[src/rtl/bpbc_pkg.sv]
// bpbc_pkg: shared types, constants and bit functions for the cbc bit-permutation cipher
// used by bpbc_ctrl, bpbc_dp and bit_permutation_block_cipher_cbc
// no dependencies
package bpbc_pkg;

  localparam int ROUND_COUNT_DEF = 4;
  localparam int WORD_W          = 32;
  localparam int IDX_W           = 5;
  localparam int TBL_COUNT       = 4;
  localparam int PERM_DEPTH      = 128;
  localparam int SWAP_COUNT      = 768;
  localparam int PM_STEPS        = 62;
  localparam int RK_STEPS        = 18;
  localparam int PADDR_W         = 6;
  localparam int CNT_W           = 10;

  // register indexes, paddr[5:3]
  localparam logic [2:0] REG_KEY_HIGH = 3'd0;
  localparam logic [2:0] REG_KEY_LOW  = 3'd1;
  localparam logic [2:0] REG_IV_HIGH  = 3'd2;
  localparam logic [2:0] REG_IV_LOW   = 3'd3;
  localparam logic [2:0] REG_MODE     = 3'd4;

  typedef enum logic {
    CMD_KEY   = 1'b0,
    CMD_BLOCK = 1'b1
  } cmd_code_t;

  typedef struct packed {
    logic        command;
    logic        first_block;
    logic [63:0] block_high;
    logic [63:0] block_low;
  } in_item_t;

  typedef struct packed {
    logic [63:0] result_high;
    logic [63:0] result_low;
  } out_item_t;

  typedef enum logic [3:0] {
    ST_IDLE,
    ST_INIT,
    ST_RK,
    ST_SH_RD,
    ST_SH_WA,
    ST_SH_WB,
    ST_PM_RD,
    ST_PM_AP,
    ST_RND,
    ST_DONE
  } state_t;

  // controller to datapath commands
  typedef struct packed {
    logic             load_key;
    logic             load_block;
    logic             init_wr;
    logic             rk_step;
    logic             sh_rd;
    logic             sh_wa;
    logic             sh_wb;
    logic             pm_rd;
    logic             pm_ap;
    logic             round_en;
    logic             finish;
    logic [CNT_W-1:0] cnt;
    logic [1:0]       tbl;
    logic [1:0]       rnd;
  } cmd_t;

  // datapath to controller status
  typedef struct packed {
    logic decrypt;
  } sts_t;

  // bit m of every index k, the identity mapping as bit planes
  function automatic logic [WORD_W-1:0] ident_plane(input int m);
    logic [WORD_W-1:0] p;
    for (int k = 0; k < WORD_W; k++) begin
      p[k] = ((k >> m) & 1) != 0;
    end
    return p;
  endfunction

  // swap bits a and b of w
  function automatic logic [WORD_W-1:0] xchg(input logic [WORD_W-1:0] w,
                                            input logic [IDX_W-1:0] a,
                                            input logic [IDX_W-1:0] b);
    logic d;
    logic [WORD_W-1:0] m;
    d = w[a] ^ w[b];
    m = ({{(WORD_W-1){1'b0}}, d} << a) | ({{(WORD_W-1){1'b0}}, d} << b);
    return w ^ m;
  endfunction

  // out bit k takes w bit given by the planes at column k
  function automatic logic [WORD_W-1:0] gather(input logic [WORD_W-1:0] w,
                                              input logic [IDX_W-1:0][WORD_W-1:0] p);
    logic [WORD_W-1:0] o;
    logic [IDX_W-1:0] s;
    for (int k = 0; k < WORD_W; k++) begin
      s = {p[4][k], p[3][k], p[2][k], p[1][k], p[0][k]};
      o[k] = w[s];
    end
    return o;
  endfunction

endpackage

[src/rtl/bpbc_ctrl.sv]
// bpbc_ctrl: sequencer for key setup and block rounds, owns the output valid flag
// depends on bpbc_pkg
module bpbc_ctrl #(
  parameter int ROUND_COUNT = bpbc_pkg::ROUND_COUNT_DEF
) (
  input  logic           clk,
  input  logic           rst,
  input  logic           in_valid,
  output logic           in_ready,
  input  logic           in_command,
  output logic           out_valid,
  input  logic           out_ready,
  input  bpbc_pkg::sts_t sts,
  output bpbc_pkg::cmd_t cmd
);

  localparam logic [bpbc_pkg::CNT_W-1:0] LAST_INIT = bpbc_pkg::CNT_W'(bpbc_pkg::PERM_DEPTH - 1);
  localparam logic [bpbc_pkg::CNT_W-1:0] LAST_RK   = bpbc_pkg::CNT_W'(bpbc_pkg::RK_STEPS - 1);
  localparam logic [bpbc_pkg::CNT_W-1:0] LAST_SW   = bpbc_pkg::CNT_W'(bpbc_pkg::SWAP_COUNT - 1);
  localparam logic [bpbc_pkg::CNT_W-1:0] LAST_PM   = bpbc_pkg::CNT_W'(bpbc_pkg::PM_STEPS - 1);
  localparam logic [bpbc_pkg::CNT_W-1:0] LAST_RND  = bpbc_pkg::CNT_W'(ROUND_COUNT - 1);

  bpbc_pkg::state_t state, state_next;
  logic [bpbc_pkg::CNT_W-1:0] cnt, cnt_next;
  logic [1:0] tbl, tbl_next;
  logic out_valid_next;

  // state and counters
  always_ff @(posedge clk) begin
    if (rst) begin
      state     <= bpbc_pkg::ST_IDLE;
      cnt       <= '0;
      tbl       <= '0;
      out_valid <= 1'b0;
    end else begin
      state     <= state_next;
      cnt       <= cnt_next;
      tbl       <= tbl_next;
      out_valid <= out_valid_next;
    end
  end

  // next state and commands
  always_comb begin
    state_next     = state;
    cnt_next       = cnt;
    tbl_next       = tbl;
    out_valid_next = out_valid && !out_ready;
    in_ready       = 1'b0;
    cmd            = '0;
    cmd.cnt        = cnt;
    cmd.tbl        = tbl;
    cmd.rnd        = sts.decrypt ? (2'(ROUND_COUNT - 1) - cnt[1:0]) : cnt[1:0];
    unique case (state)
      bpbc_pkg::ST_IDLE: begin
        in_ready = 1'b1;
        cnt_next = '0;
        tbl_next = '0;
        if (in_valid) begin
          if (in_command == bpbc_pkg::CMD_KEY) begin
            cmd.load_key = 1'b1;
            state_next   = bpbc_pkg::ST_INIT;
          end else begin
            cmd.load_block = 1'b1;
            state_next     = bpbc_pkg::ST_RND;
          end
        end
      end
      bpbc_pkg::ST_INIT: begin
        cmd.init_wr = 1'b1;
        if (cnt == LAST_INIT) begin
          cnt_next   = '0;
          state_next = bpbc_pkg::ST_RK;
        end else begin
          cnt_next = cnt + 1'b1;
        end
      end
      bpbc_pkg::ST_RK: begin
        cmd.rk_step = 1'b1;
        if (cnt == LAST_RK) begin
          cnt_next   = '0;
          state_next = bpbc_pkg::ST_SH_RD;
        end else begin
          cnt_next = cnt + 1'b1;
        end
      end
      bpbc_pkg::ST_SH_RD: begin
        cmd.sh_rd  = 1'b1;
        state_next = bpbc_pkg::ST_SH_WA;
      end
      bpbc_pkg::ST_SH_WA: begin
        cmd.sh_wa  = 1'b1;
        state_next = bpbc_pkg::ST_SH_WB;
      end
      bpbc_pkg::ST_SH_WB: begin
        cmd.sh_wb  = 1'b1;
        state_next = bpbc_pkg::ST_SH_RD;
        if (cnt == LAST_SW) begin
          cnt_next = '0;
          tbl_next = tbl + 1'b1;
          if (tbl == 2'd3) begin
            state_next = bpbc_pkg::ST_PM_RD;
          end
        end else begin
          cnt_next = cnt + 1'b1;
        end
      end
      bpbc_pkg::ST_PM_RD: begin
        cmd.pm_rd  = 1'b1;
        state_next = bpbc_pkg::ST_PM_AP;
      end
      bpbc_pkg::ST_PM_AP: begin
        cmd.pm_ap  = 1'b1;
        state_next = bpbc_pkg::ST_PM_RD;
        if (cnt == LAST_PM) begin
          cnt_next = '0;
          tbl_next = tbl + 1'b1;
          if (tbl == 2'd3) begin
            state_next = bpbc_pkg::ST_IDLE;
          end
        end else begin
          cnt_next = cnt + 1'b1;
        end
      end
      bpbc_pkg::ST_RND: begin
        cmd.round_en = 1'b1;
        if (cnt == LAST_RND) begin
          cnt_next   = '0;
          state_next = bpbc_pkg::ST_DONE;
        end else begin
          cnt_next = cnt + 1'b1;
        end
      end
      bpbc_pkg::ST_DONE: begin
        if (!out_valid || out_ready) begin
          cmd.finish     = 1'b1;
          out_valid_next = 1'b1;
          state_next     = bpbc_pkg::ST_IDLE;
        end
      end
      default: begin
        state_next = bpbc_pkg::ST_IDLE;
      end
    endcase
  end

endmodule

[config.mk]
export PLATFORM = sky130hd
export DESIGN_NAME = bpbc_ctrl
export DESIGN_NICKNAME = d
export VERILOG_FILES = /design/src/rtl/bpbc_pkg.sv /design/src/rtl/bpbc_ctrl.sv
export SDC_FILE = /design/constraint.sdc
export NUM_CORES = 1
export LEC_CHECK = 0
export BUFFER_PORTS_ARGS = -buffer_cell sky130_fd_sc_hd__buf_2
export CAP_MARGIN = 5
export CORE_MARGIN = 8
export CORE_UTILIZATION = 45
export DETAILED_ROUTE_END_ITERATION = 12
export PLACE_DENSITY = 0.81
export SLEW_MARGIN = 20
export SYNTH_ARGS = -nofsm -noshare
export SYNTH_HDL_FRONTEND = slang
export SYNTH_SLANG_ARGS = --single-unit
[constraint.sdc]
create_clock -name clk -period 5.8 [get_ports clk]
set_clock_uncertainty 0.1 [all_clocks]
set_input_delay 0.58 -clock clk [delete_from_list [all_inputs] [get_ports clk]]
set_output_delay 0.58 -clock clk [all_outputs]
set_load 0.02 [all_outputs]
---- Word-level counts from Yosys, hierarchy flattened ----
Index checks and enable logic that the tools add are counted.
operators by class
  add/subtract/negate cells ............... 3
  equality and inequality tests ........... 22
  multiplexer cells ....................... 38
  reduce and logical (&&, ||, !) cells .... 9
operators with widths
  kind                                            count
  one-hot mux 10 bit (6 select lines)             1
  2-to-1 mux 10 bit                               5
  one-hot mux 4 bit (10 select lines)             1
  2-to-1 mux 4 bit                                6
  == test 4 x 3 -> 1 bit, second input constant   4
  2-to-1 mux 1 bit                                15
  inequality test 2 bit, second input constant    7
  2-to-1 mux 3 bit                                4
  adder 10 x 1 -> 10 bit, second input constant   1
  == test 10 bit, second input constant           1
  == test 10 x 2 -> 1 bit, second input constant  1
  == test 10 x 5 -> 1 bit, second input constant  1
  == test 10 x 6 -> 1 bit, second input constant  1
  == test 10 x 7 -> 1 bit, second input constant  1
  2-to-1 mux 2 bit                                5
  == test 4 x 2 -> 1 bit, second input constant   2
  == test 4 bit, second input constant            2
  one-hot mux 2 bit (3 select lines)              1
  nonzero test 6 bit                              1
  AND reduction 5 bit                             1
  == test 4 x 1 -> 1 bit, second input constant   1
  zero test 4 bit                                 1
  AND reduction 3 bit                             1
  nonzero test 3 bit                              1
  other kinds (6)                                 7
word-level totals
  register bits ........................... 17
  input port bits ......................... 6
  output and inout bits ................... 27
  word-level logic and storage cells ...... 76

---- Longest topological paths before layout ----
  depth in word-level cells ............... 4
  depth in mapped cells ................... 7

---- Least setup slack after synthesis ----
OpenSTA, ideal clock, no wires.
  kind .................................... reg-to-reg
  start point ............................. reg cnt[1] (netlist name)
  end point ............................... reg state[0]
  arrival time ............................ 2.430 ns
  data required time ...................... 5.577 ns
  path slack .............................. 3.146 ns
  cell stages (with the launch flop) ...... 7
  buffers on the path ..................... 0
  cells stage by stage .................... dfxtp_1 ha_1 or4b_2 o41ai_2 nand3_1 nor2_1 mux2_1
between the ends
  longest elaborated chain between the ends .. 3
  elaborated cells between the ends (all ways) .. 12
  classes of those cells .................. eq/ne: 8; mux: 3; reduce/logical: 1
ends and longest elaborated chain
  item                                                                        line              text
  start, declared                                                             bpbc_ctrl.sv:24   logic [bpbc_pkg::CNT_W-1:0] cnt, cnt_next;
  start signal, assigned                                                      bpbc_ctrl.sv:37   cnt <= cnt_next;
  == test 10 x 6 -> 1 bit (tied with other cells)                             bpbc_ctrl.sv:115  if (cnt == LAST_PM) begin
  2-to-1 mux 3 bit (tied with other cells)                                    bpbc_ctrl.sv:115
  one-hot mux 4 bit (10 select lines) or AND reduction 5 bit (tied branches)  -
  end signal, assigned                                                        bpbc_ctrl.sv:31   state <= bpbc_pkg::ST_IDLE;
  end signal, assigned                                                        bpbc_ctrl.sv:36   state <= state_next;
  end, declared                                                               bpbc_ctrl.sv:23   bpbc_pkg::state_t state, state_next;
Parallel ways exist; a longest one is shown, timed or not.
A chain may end at the register's enable or synchronous reset.

---- Worst setup path after layout ----
  start point ............................. reg cnt[0] (netlist name)
  end point ............................... reg state[0]
The elaborated chain is that of the path after synthesis.

==> impl_results.md <==
- Outcome: complete, no violations
- Port-buffer cells: 32
- Post-Place Cells: 200
- Compound-Gate Fraction of Synth Area: 0.1905
- Avg WL per Cell: 15.71 µm
- Multiplexer area fraction after synthesis: 0.009688
- Reg2Reg Depth: 6
- Gr ovfl total: 0
- # rows: 18
- Cts-stage hold buffer count: 0
- Post-Syn Nets: 159
- Startpoint Class: register
- Max-cap violation count: 0
- Yosys reg bits: 17
- Vias in the first global route: 1187
- Simple-gate area share of the yosys netlist: 0.3520
- GR peak layer: met2
- Async SR Flop Fraction: 0
- Final TNS setup: 0 ns
- Worst setup path class: reg -> reg
- Max Freq: 0.3504 GHz
- Post-synth top area cell: dfxtp_1
- Share of cells above drive strength 1: 0.2529
- Adder-Cell Fraction of Synth Area: 0.03229
- Max rail drop VDD: 205.7 µV
- First-pass GRT wire length: 5216 µm
- Share of the synthesized area in the top cell type: 0.2928
- Slew Viols, Final: 0
- Post-cts gate resize count: 0
- Clk_lat worst skew: 0.30 ns
- Largest fanout on the critical path: 10
- Setup crit end kind: register
- Cell area after layout: 1343 µm²
- Pin count of the biggest net entering global routing: 24
- Die width: 66.83 µm
- Initial DRC count: 76
- Met1 Use GR: 0.1683
- Setup slack after layout: 2.946 ns
- Bufs on Longest Clock Path: 2
- Setup violators final: 0
- Layout Nets: 184
- Fin crit share: 0.4920
- RePlAce Congestion: 0.8907
- Worst slew pin tran: 0.6585 ns
- Unrepaired setup endpoints after global routing: false
- Clock Root Buffer: clkbuf_4
- Final number of hold-violating endpoints: 0
- Total die area: 4466 µm²
- H-Tree Depth: 1
- Vias per cell: 5.980
- Sequential fraction of the synthesis area: 0.2928
- Cts bufs inserted: 3
- DR DRC count: 0
- Top cells by area, synth: dfxtp_1 29%, nor3_1 6.9%, xor2_1 5.3%
- Final HPWL DP: 2324 µm
- Placed Area: 1315 µm²
- I/O pin count: 33
- Via count: 1220
- Primary FF master, synth: dfxtp_1
- Min cycle time layout: 2.854 ns
- Number of flops mapped to enable cells by yosys: 0
- Setup bufs post-CTS: 0
- Worst Hold Class: reg -> reg
- Total Power: 0.4766 mW
- First-pass iteration count of the detailed router: 4
- Diodes inserted: 0
- Initial antenna violation count: 0
- M2 GR Usage: 0.2485
- Total core area: 2455 µm²
- Hold Path Stages: 2
- CTS tree: yes
- Slew HR: 0.5604
- Final wirelength: 3205 µm
- Post-Synthesis Cell Area: 1162 µm²
- Synth Instances: 150
- Die extent in y: 66.83 µm
- Gr usage total: 0.1444
- Core Util, Final: 0.5469
- Final Non-Filler Cells: 204
- DRT antenna net count: 0
- Clock-pin slew on the worst setup and hold paths: 0.10 ns
- Main combinational cell family by area after synthesis: simple AND/OR/NAND/NOR gates
- Netlist cell types: 38
- Leak pwr: 0.5334 nW
- Synth Area in XOR/XNOR: 0.06781
- Met3 Usage GRT: 0.04195
- Syn-to-layout area delta: 15.50%
- Synthesis Warnings: 0
- Clock sinks: 17
- Crit path DAT: 2.95 ns
- Worst Path Required: 5.90 ns
- Worst hold slack: 0.4014 ns
- Initial core utilization: 0.4735
- Syn_area_per_cell: 7.749 µm²
- Power per cell area: 355.0 nW/µm²
- Pre-CTS setup slack: 3.001 ns
## state kept, by name (all words and copies together) (netlist names)
name,count
state,4
cnt,10
tbl,2
out_valid,1
## worst paths after layout
| check | from | to | slack (ns) |
|---|---|---|---|
| worst min-delay path | tbl[1] | tbl[1] | 0.40 |
| worst min register to register | tbl[1] | tbl[1] | 0.40 |
| worst max-delay path | cnt[0] | state[0] | 2.95 |
| worst max register to register | cnt[0] | state[0] | 2.95 |
## final cells by class
class	instances	area, µm²
clock buffers	3	22.52
flip-flops and latches	17	340.3
repair buffers	32	160.2
multi-input cells	116	758.2
inverters	5	18.77
well taps	30	37.54
fillers	239	1112
clock inverters	1	5.005
## layout by cell type, fill, tap and decap left out, types with 5 or more instances in the layout
master / count
nor3_1: 16
nand3_1: 5
xor2_1: 7
buf_2: 32
nand2_1: 8
nor2_1: 12
a21oi_1: 7
dfxtp_1: 17
or3_1: 5
nand4_1: 6
o21ai_0: 8
inv_1: 5
## per-layer routing
layer,wire length [µm],up-vias
met3,243,5
met4,34,0
met1,1351,573
li1,-,605
met2,1575,37
met5,0,-
## logic make-up (layout without fill, tap and decap cells)
| family | Yosys count | after routing |
|---|---|---|
| mux | 1 | 1 |
| simple gates | 72 | 72 |
| buf+inv | 17 | 41 |
| flops | 17 | 17 |
| compound gates | 31 | 31 |
| fa+ha+maj | 3 | 3 |
| xor+xnor | 9 | 9 |
## worst max-delay path: stages, from the launching register on
cell and delay [ns]:
dfxtp_1 0.55, ha_1 0.32, or4b_2 0.64, o41ai_2 0.27, nand3_1 0.27, nor2_1 0.27
mux2_1 0.33
## synth_stat cells (all sizes together) (2+ instances only)
cell    number
nor2        12
o31ai        2
inv          5
xnor2        2
o21ai        8
nand4        6
or3          5
o41ai        2
and3         2
xor2         7
clkbuf      12
a21o         2
nor4b        3
nor3        16
nand3        5
a21oi        7
ha           3
or4b         2
a211oi       3
nor2b        3
nor3b        4
nor4         2
nand2        8
dfxtp       17
## report_power, final
| group | internal [mW] | switching (mW) | total, mW |
|---|---|---|---|
| Clock | 0.0257 | 0.0392 | 0.0650 |
| Combinational | 0.0884 | 0.143 | 0.232 |
| Sequential | 0.130 | 0.0504 | 0.180 |
| Total | 0.244 | 0.233 | 0.477 |
Power figures use the tool's default switching activity.
